### src/hw/rtl/cbmt_pkg.sv
package cbmt_pkg;

  // Default sizes of the bank.
  localparam int NumCountersDef = 64;
  localparam int CountBitsDef   = 16;

  // Fixed field widths of the ports.
  localparam int CfgWidth     = 7;
  localparam int ReqWidth     = 2;
  localparam int IndexWidth   = 6;
  localparam int ValueWidth   = 16;
  localparam int HoldersWidth = 7;

  // Counters in use after reset.
  localparam logic [CfgWidth-1:0] CfgResetValue = 7'd64;

  typedef enum logic [ReqWidth-1:0] {
    REQ_INC   = 2'd0,
    REQ_DEC   = 2'd1,
    REQ_CLR   = 2'd2,
    REQ_QUERY = 2'd3
  } req_e;

  typedef enum logic [1:0] {
    ST_CLEAR,
    ST_IDLE,
    ST_READ,
    ST_SCAN
  } state_e;

endpackage

### src/hw/rtl/cbmt_ram.sv
module cbmt_ram
  import cbmt_pkg::*;
#(
  parameter int WIDTH = CountBitsDef,
  parameter int DEPTH = NumCountersDef
) (
  input  logic                     clk_i,
  input  logic                     we_i,
  input  logic [$clog2(DEPTH)-1:0] waddr_i,
  input  logic [WIDTH-1:0]         wdata_i,
  input  logic [$clog2(DEPTH)-1:0] raddr_i,
  output logic [WIDTH-1:0]         rdata_o
);

  logic [WIDTH-1:0] mem_q [DEPTH];
  logic [WIDTH-1:0] rdata_q;

  always_ff @(posedge clk_i) begin
    if (we_i) begin
      mem_q[waddr_i] <= wdata_i;
    end
    rdata_q <= mem_q[raddr_i];
  end

  assign rdata_o = rdata_q;

endmodule

### src/hw/rtl/counter_bank_max_tracker_unit.sv
// Bank of saturating signed counters held in one RAM, with the largest value among the
// counters in use and the number of its holders kept alongside. A request word is taken
// when start_i is high, busy_o is low and cfg_we_i is low; it passes through the accept
// cycle and the RAM read cycle, where the counter is modified and written back, and its
// result is then registered onto done_o for exactly one cycle. When a request moves the
// only counter at the maximum below it, the block sweeps the counters in use through the
// RAM read port, one per cycle, before the result word. A write of counters_in_use while
// idle or during a sweep starts the same sweep, with busy_o high until it ends and no
// result. After reset a clearing pass writes zero to all NUM_COUNTERS entries, one per
// cycle, with busy_o high throughout.
module counter_bank_max_tracker_unit
  import cbmt_pkg::*;
#(
  parameter int NUM_COUNTERS = NumCountersDef,
  parameter int COUNT_BITS   = CountBitsDef
) (
  input  logic                           clk_i,
  input  logic                           rst_ni,
  input  logic                           cfg_we_i,
  input  logic [CfgWidth-1:0]            cfg_wdata_i,
  input  logic                           start_i,
  output logic                           busy_o,
  input  logic [ReqWidth-1:0]            req_type_i,
  input  logic [IndexWidth-1:0]          counter_index_i,
  output logic                           done_o,
  output logic signed [ValueWidth-1:0]   counter_value_o,
  output logic signed [ValueWidth-1:0]   max_value_o,
  output logic [HoldersWidth-1:0]        max_holders_o,
  output logic                           bad_index_o
);

  localparam int AW   = $clog2(NUM_COUNTERS);
  localparam int NW   = $clog2(NUM_COUNTERS + 1);
  localparam int CMPW = (NW > CfgWidth) ? NW : CfgWidth;
  localparam int IXW  = (NW > IndexWidth) ? NW : IndexWidth;
  localparam logic [AW-1:0] LastAddr = AW'(NUM_COUNTERS - 1);
  localparam logic signed [COUNT_BITS-1:0] CntMax = {1'b0, {(COUNT_BITS-1){1'b1}}};
  localparam logic signed [COUNT_BITS-1:0] CntMin = {1'b1, {(COUNT_BITS-1){1'b0}}};

  function automatic logic [NW-1:0] active_count(input logic [CfgWidth-1:0] r);
    logic [CMPW-1:0] rr;
    rr = CMPW'(r);
    if (r == '0) begin
      return NW'(1);
    end
    if (rr > CMPW'(NUM_COUNTERS)) begin
      return NW'(NUM_COUNTERS);
    end
    return NW'(r);
  endfunction

  function automatic logic [ValueWidth-1:0] to_value(input logic signed [COUNT_BITS-1:0] v);
    logic signed [31:0] w;
    w = 32'(v);
    return w[ValueWidth-1:0];
  endfunction

  state_e                  state_q, state_d;
  logic [CfgWidth-1:0]     cfg_q;
  logic [AW-1:0]           clr_q, clr_d;
  logic [NW-1:0]           scan_q, scan_d;
  logic                    dv_q, dv_d;
  logic                    first_q, first_d;
  logic                    last_q, last_d;
  logic                    emit_q, emit_d;
  logic                    done_q, done_d;
  logic signed [COUNT_BITS-1:0] best_q, best_d;
  logic [NW-1:0]           cnt_q, cnt_d;
  logic signed [COUNT_BITS-1:0] max_q, max_d;
  logic [NW-1:0]           hold_q, hold_d;
  logic signed [COUNT_BITS-1:0] val_q, val_d;
  logic                    bad_q, bad_d;
  req_e                    req_q, req_d;
  logic [AW-1:0]           idx_q, idx_d;

  logic                    ram_we;
  logic [AW-1:0]           ram_waddr;
  logic [COUNT_BITS-1:0]   ram_wdata;
  logic [AW-1:0]           ram_raddr;
  logic [COUNT_BITS-1:0]   ram_rdata;

  logic [NW-1:0]           n_act;
  logic signed [COUNT_BITS-1:0] rd_val;
  logic signed [COUNT_BITS-1:0] new_val;
  logic signed [COUNT_BITS-1:0] acc_best;
  logic [NW-1:0]           acc_cnt;
  logic                    accept;

  cbmt_ram #(
    .WIDTH(COUNT_BITS),
    .DEPTH(NUM_COUNTERS)
  ) u_ram (
    .clk_i  (clk_i),
    .we_i   (ram_we),
    .waddr_i(ram_waddr),
    .wdata_i(ram_wdata),
    .raddr_i(ram_raddr),
    .rdata_o(ram_rdata)
  );

  assign n_act  = active_count(cfg_q);
  assign rd_val = ram_rdata;
  assign busy_o = (state_q != ST_IDLE);
  assign accept = start_i && !busy_o;

  // Saturating update of the counter that was just read.
  always_comb begin
    new_val = rd_val;
    case (req_q)
      REQ_INC: if (rd_val != CntMax) new_val = rd_val + COUNT_BITS'(1);
      REQ_DEC: if (rd_val != CntMin) new_val = rd_val - COUNT_BITS'(1);
      REQ_CLR: new_val = '0;
      default: new_val = rd_val;
    endcase
  end

  // Running maximum and holder count of the sweep.
  always_comb begin
    acc_best = best_q;
    acc_cnt  = cnt_q;
    if (first_q || (rd_val > best_q)) begin
      acc_best = rd_val;
      acc_cnt  = NW'(1);
    end else if (rd_val == best_q) begin
      acc_cnt = cnt_q + NW'(1);
    end
  end

  always_comb begin
    state_d   = state_q;
    clr_d     = clr_q;
    scan_d    = scan_q;
    dv_d      = 1'b0;
    first_d   = 1'b0;
    last_d    = 1'b0;
    emit_d    = emit_q;
    done_d    = 1'b0;
    best_d    = best_q;
    cnt_d     = cnt_q;
    max_d     = max_q;
    hold_d    = hold_q;
    val_d     = val_q;
    bad_d     = bad_q;
    req_d     = req_q;
    idx_d     = idx_q;
    ram_we    = 1'b0;
    ram_waddr = idx_q;
    ram_wdata = new_val;
    ram_raddr = AW'(counter_index_i);
    case (state_q)
      ST_CLEAR: begin
        ram_we    = 1'b1;
        ram_waddr = clr_q;
        ram_wdata = '0;
        if (clr_q == LastAddr) begin
          state_d = ST_IDLE;
          max_d   = '0;
          hold_d  = n_act;
        end else begin
          clr_d = clr_q + AW'(1);
        end
      end
      ST_IDLE: begin
        if (cfg_we_i) begin
          state_d = ST_SCAN;
          scan_d  = '0;
          emit_d  = 1'b0;
        end else if (start_i) begin
          req_d   = req_e'(req_type_i);
          idx_d   = AW'(counter_index_i);
          bad_d   = (IXW'(counter_index_i) >= IXW'(n_act));
          state_d = ST_READ;
        end
      end
      ST_READ: begin
        state_d = ST_IDLE;
        if (bad_q) begin
          val_d  = '0;
          done_d = 1'b1;
        end else begin
          ram_we = 1'b1;
          val_d  = new_val;
          done_d = 1'b1;
          if (new_val != rd_val) begin
            if (new_val > max_q) begin
              max_d  = new_val;
              hold_d = NW'(1);
            end else if (new_val == max_q) begin
              hold_d = hold_q + NW'(1);
            end else if (rd_val == max_q) begin
              // The counter left the maximum; if it was the only holder, sweep again.
              if (hold_q == NW'(1)) begin
                state_d = ST_SCAN;
                scan_d  = '0;
                emit_d  = 1'b1;
                done_d  = 1'b0;
              end else begin
                hold_d = hold_q - NW'(1);
              end
            end
          end
        end
      end
      ST_SCAN: begin
        ram_raddr = scan_q[AW-1:0];
        if (scan_q < n_act) begin
          dv_d    = 1'b1;
          first_d = (scan_q == '0);
          last_d  = (scan_q == (n_act - NW'(1)));
          scan_d  = scan_q + NW'(1);
        end
        if (dv_q) begin
          best_d = acc_best;
          cnt_d  = acc_cnt;
          if (last_q) begin
            max_d   = acc_best;
            hold_d  = acc_cnt;
            state_d = ST_IDLE;
            done_d  = emit_q;
            emit_d  = 1'b0;
          end
        end
        if (cfg_we_i) begin
          state_d = ST_SCAN;
          scan_d  = '0;
          dv_d    = 1'b0;
          done_d  = 1'b0;
          emit_d  = 1'b0;
        end
      end
      default: begin
        state_d = ST_IDLE;
      end
    endcase
  end

  always_ff @(posedge clk_i or negedge rst_ni) begin
    if (!rst_ni) begin
      state_q <= ST_CLEAR;
      cfg_q   <= CfgResetValue;
      clr_q   <= '0;
      scan_q  <= '0;
      dv_q    <= 1'b0;
      first_q <= 1'b0;
      last_q  <= 1'b0;
      emit_q  <= 1'b0;
      done_q  <= 1'b0;
      max_q   <= '0;
      hold_q  <= active_count(CfgResetValue);
    end else begin
      state_q <= state_d;
      if (cfg_we_i) begin
        cfg_q <= cfg_wdata_i;
      end
      clr_q   <= clr_d;
      scan_q  <= scan_d;
      dv_q    <= dv_d;
      first_q <= first_d;
      last_q  <= last_d;
      emit_q  <= emit_d;
      done_q  <= done_d;
      max_q   <= max_d;
      hold_q  <= hold_d;
    end
  end

  always_ff @(posedge clk_i) begin
    best_q <= best_d;
    cnt_q  <= cnt_d;
    val_q  <= val_d;
    bad_q  <= bad_d;
    req_q  <= req_d;
    idx_q  <= idx_d;
  end

  logic [31:0] hold_wide;
  assign hold_wide = 32'(hold_q);

  assign done_o          = done_q;
  assign counter_value_o = to_value(val_q);
  assign max_value_o     = to_value(max_q);
  assign max_holders_o   = hold_wide[HoldersWidth-1:0];
  assign bad_index_o     = bad_q;

  // A result word only follows the read cycle or the end of a sweep.
  assert property (@(posedge clk_i) disable iff (!rst_ni)
    done_o |-> ($past(state_q) == ST_READ || $past(state_q) == ST_SCAN))
    else $error("result word without a finished request");

  // An accepted word is always modified in the following cycle.
  assert property (@(posedge clk_i) disable iff (!rst_ni)
    (accept && !cfg_we_i) |=> (state_q == ST_READ))
    else $error("accepted word did not reach the read cycle");

  // At least one counter in use always holds the maximum.
  assert property (@(posedge clk_i) disable iff (!rst_ni)
    hold_q != '0)
    else $error("holder count dropped to zero");

  // An ignored request reports a zero counter value.
  assert property (@(posedge clk_i) disable iff (!rst_ni)
    (done_o && bad_index_o) |-> (counter_value_o == '0))
    else $error("bad index with nonzero counter value");

endmodule

### config.mk
export PLATFORM = sky130hd
export DESIGN_NAME = counter_bank_max_tracker_unit
export DESIGN_NICKNAME = d
export VERILOG_FILES = /design/src/hw/rtl/cbmt_pkg.sv /design/src/hw/rtl/cbmt_ram.sv /design/src/hw/rtl/counter_bank_max_tracker_unit.sv
export SDC_FILE = /design/constraint.sdc
export NUM_CORES = 2
export LEC_CHECK = 0
export BUFFER_PORTS_ARGS = -buffer_cell sky130_fd_sc_hd__buf_2
export CAP_MARGIN = 20
export CORE_ASPECT_RATIO = 0.75
export CORE_MARGIN = 2
export CORE_UTILIZATION = 50
export CTS_BUF_LIST = sky130_fd_sc_hd__clkbuf_16
export CTS_CLUSTER_DIAMETER = 40
export DETAILED_ROUTE_END_ITERATION = 16
export PLACE_DENSITY_LB_ADDON = 0.08
export SLEW_MARGIN = 15
export SYNTH_ARGS = -nofsm -noshare
export SYNTH_HDL_FRONTEND = slang
export SYNTH_SLANG_ARGS = --single-unit
### constraint.sdc
create_clock -name clk_i -period 6.7 [get_ports clk_i]
set_input_delay 1.675 -clock clk_i [delete_from_list [all_inputs] [get_ports clk_i]]
set_output_delay 1.675 -clock clk_i [all_outputs]
set_load 0.005 [all_outputs]
==> flow_metrics.py <==
metrics = {
    "placement": {
        "dp.final_hpwl_um": 74500,
        "port_buffers": 60,
        "place.gp.congestion": 0.887,
        "placedCellCount": 4034,
    },
    "floorplanning": {
        "ios": 61,
        "initial_core_util": 0.502,
        "coreArea_sq_um": 94900,
        "rows": 98,
        "die_h_um": 271,
        "die_w_um": 360,
        "die_area_sq_um": 97800,
    },
    "pwr": {
        "p_sw_mw": 8.01,
        "peakVddDrop_v": 0.000349,
        "intPower_mw": 16.2,
        "pwr-share-seq": 0.392,
        "combPwrFrac": 0.300,
        "power.density_nw_per_um2": 441,
        "switching_share": 0.331,
        "p_clk_frac": 0.307,
        "power_leakage_nw": 18.6,
    },
    "global_routing": {
        "grt_use_total": 0.250,
        "antenna_found_initial": 4,
        "grt_max_degree": 79,
        "grt_pass1_vias": 26600,
        "grt_first_pass_wirelength_um": 179000,
        "grt_overflow": 0,
    },
    "clock_network": {
        "cts_max_level": 4,
        "cts_tree": "yes",
        "insertion_delay_ns": 0.76,
        "clockBufferDepth": 3,
        "cts-resized-gates": 0,
        "cts_num_sinks": 1138,
        "post-cts-setup-buffer-count": 0,
        "clk_pin_slew_ns": 0.06,
        "numCtsBuffers": 140,
        "cts-root-buf": "clkbuf_16",
        "postCtsHoldBufs": 0,
    },
    "hold_path": {
        "hp-start": "emit_q",
        "hold_path_class": "reg -> reg",
    },
    "outcome": {
        "outcome": "finished, final reports clean",
    },
    "critical_path": {
        "reg2reg_slack_ns": 0.90,
        "cp_max_fo": 18,
        "cpMaxStageDelayCell": "dfxtp_1",
        "startpoint": "u_ram.rdata_o[5]",
        "r2r-end": "max_holders_o[2]",
        "worstPathArrival_ns": 6.44,
        "end_kind": "flop",
        "worst_ep_required_time_ns": 7.34,
        "worstPathCellList": "nand4_1, or4_1, and3_1, a311o_1, nand2b_1, inv_1, ha_1, nand4_1, nand3b_1, a221oi_1, nor3_1, o21ai_0, o311a_1, o21ai_0, a22o_1",
        "max_stage_delay_ns": 0.85,
        "r2r-start": "u_ram.rdata_o[5]",
        "path_class": "reg -> reg",
        "cp-endpoint": "max_holders_o[2]",
        "critPathLaunchType": "flop",
        "rr_worst_depth": 15,
    },
    "timing": {
        "skew_ns": 0.0261,
        "setup_tns_ns": 0,
        "period_minus_slack_ns": 5.80,
        "rsz0062_at_grt": "no",
        "whs_ns": 0.491,
        "drv_slew": 0,
        "slew_headroom": 0.273,
        "fmax_mhz": 172,
        "setup_viol": 0,
        "worst_pin_slew_ns": 1.09,
        "final_hold_viol_count": 0,
        "period_share": 0.866,
    },
    "yosys": {
        "synth_nets": 2814,
        "avgSynthCellArea_sq_um": 17.4,
        "yosys_most_used_dff": "edfxtp_1",
        "synth_fa_ha_area_frac": 0.0158,
        "yosys.area_share.simple": 0.0573,
        "synth_top_family_by_area": "multiplexers",
        "synth-compound-area-share": 0.0560,
        "synth_xor_xnor_area_share": 0.00772,
        "ys_ff_latch": 1138,
        "ys_seq_area_frac": 0.709,
        "ys_async_sr_fraction": 0.0439,
        "synth_mux_area_frac": 0.134,
        "synthesis.area_sq_um": 47600,
        "synthCells": 2735,
        "synth_edf_count": 1072,
        "yosys.cell_types.count": 85,
        "yosys_warnings": 0,
    },
    "route": {
        "wl_per_cell_um": 28.1,
        "routed-via-count": 26400,
        "drt-vias-per-instance": 6.15,
        "routed_wl_um": 121000,
        "ant_nets": 0,
        "drc": 0,
        "firstDrtPassIters": 5,
        "drtIter0Drc": 2479,
    },
    "finish": {
        "drive_gt1_frac": 0.247,
        "area_growth_pct": 15.3,
        "final_nets": 3005,
        "n_fill_cell": 7230,
        "final_cells": 4287,
        "mostFrequentLayoutCells": "edfxtp_1, mux4_2, nand2_1",
        "final_core_util": 0.579,
        "mostFrequentLayoutCell": "edfxtp_1",
    },
    "job": {
        "drv_cap": 0,
    },
}
## cell families (layout without fill, tap and decap cells)
group,count (synthesis),after routing
AO/OA/AOI/OAI,376,376
flip-flops,1138,1138
XOR/XNOR,42,42
other,0,2
adder cells (fa/ha/maj),60,60
buffers and inverters,240,540
AND/OR/NAND/NOR,566,566
multiplexers,313,313
## worst min path at each step
stage | cells past startpoint | endpoint
floorplan | 1 | first_q
global placement | 1 | emit_q
detailed placement | 1 | emit_q
CTS | 1 | emit_q
global route | 1 | emit_q
finish | 1 | emit_q
## state kept, by name, summed over array words and instances (netlist names), 2 cells and up
register         count
state_q              2
idx_q                6
max_holders_o        7
req_q                2
counter_value_o     16
max_value_o         16
cfg_q                7
u_ram.mem_q       1024
cnt_q                7
scan_q               7
clr_q                6
u_ram.rdata_o       16
best_q              16
## stage by stage
| step | setup slack [ns] | instance area, sq um | total power, mW |
|---|---|---|---|
| finish | 0.898 | 54900 | 24.2 |
| global route | 0.597 | 54900 | 25.3 |
| CTS | 1.16 | 54900 | 24.5 |
| detailed placement | 1.17 | 50300 | 17.0 |
| global placement | 1.23 | 50300 | 16.9 |
| floorplan | 2.19 | 47600 | 14.2 |
## cell type report
type / count / area, sq um / area share
sequential: 1138 / 33800 / 0.615
multi-input combinational: 1357 / 13100 / 0.239
clock buffer: 143 / 3580 / 0.0652
tap: 1250 / 1560 / 0.0285
timing repair buffer: 209 / 1530 / 0.0279
clock inverter: 108 / 1050 / 0.0190
inverter: 80 / 300 / 0.00547
antenna: 2 / 5.00 / 0.0000911
## routing by layer
layer	vias up	track usage	part of all wire
met4	0	0.0660	0.017
li1	11400	-	-
met5	-	0	0
met2	884	0.385	0.47
met3	146	0.0439	0.066
met1	13900	0.374	0.45
## worst max-delay path, delay by kind of cell (launching register included)
| family | cells | cell delay, ns |
|---|---|---|
| AOI/OAI and AO/OA | 6 | 2.32 |
| adders and majority gates | 1 | 0.35 |
| buffers and inverters | 1 | 0.09 |
| DFF | 1 | 0.85 |
| and+or+nand+nor | 7 | 2.08 |
## Yosys cell counts (11+ instances only)
cell | number | area share
nand4_1 | 20 | 0.0026
a211oi_1 | 83 | 0.013
nor3_1 | 26 | 0.0027
dfxtp_1 | 16 | 0.0067
nor2_1 | 136 | 0.011
nor4_1 | 23 | 0.0030
edfxtp_1 | 1072 | 0.68
a31oi_1 | 42 | 0.0055
nand2b_1 | 13 | 0.0017
xor2_1 | 24 | 0.0044
dfrtp_1 | 48 | 0.025
o21ai_0 | 34 | 0.0036
and2_1 | 72 | 0.0095
mux2i_1 | 31 | 0.0065
a22oi_1 | 15 | 0.0024
a21oi_1 | 71 | 0.0075
buf_1 | 19 | 0.0015
xnor2_1 | 18 | 0.0033
clkbuf_1 | 103 | 0.0081
mux4_2 | 256 | 0.12
inv_1 | 79 | 0.0062
a311oi_1 | 35 | 0.0064
nand3_1 | 22 | 0.0023
ha_1 | 60 | 0.016
buf_2 | 34 | 0.0036
mux2_2 | 23 | 0.0054
o31ai_1 | 11 | 0.0017
nand2_1 | 194 | 0.015
## power by group through the flow
| stage | registers, mW | logic (mW) | clock network [mW] |
|---|---|---|---|
| floorplan | 9.47 | 4.76 | 0 |
| global placement | 9.62 | 7.26 | 0 |
| detailed placement | 9.64 | 7.35 | 0 |
| CTS | 9.50 | 7.37 | 7.59 |
| global route | 9.54 | 7.88 | 7.88 |
| finish | 9.51 | 7.28 | 7.45 |
Note: power is estimated with default switching activity, not from simulation.
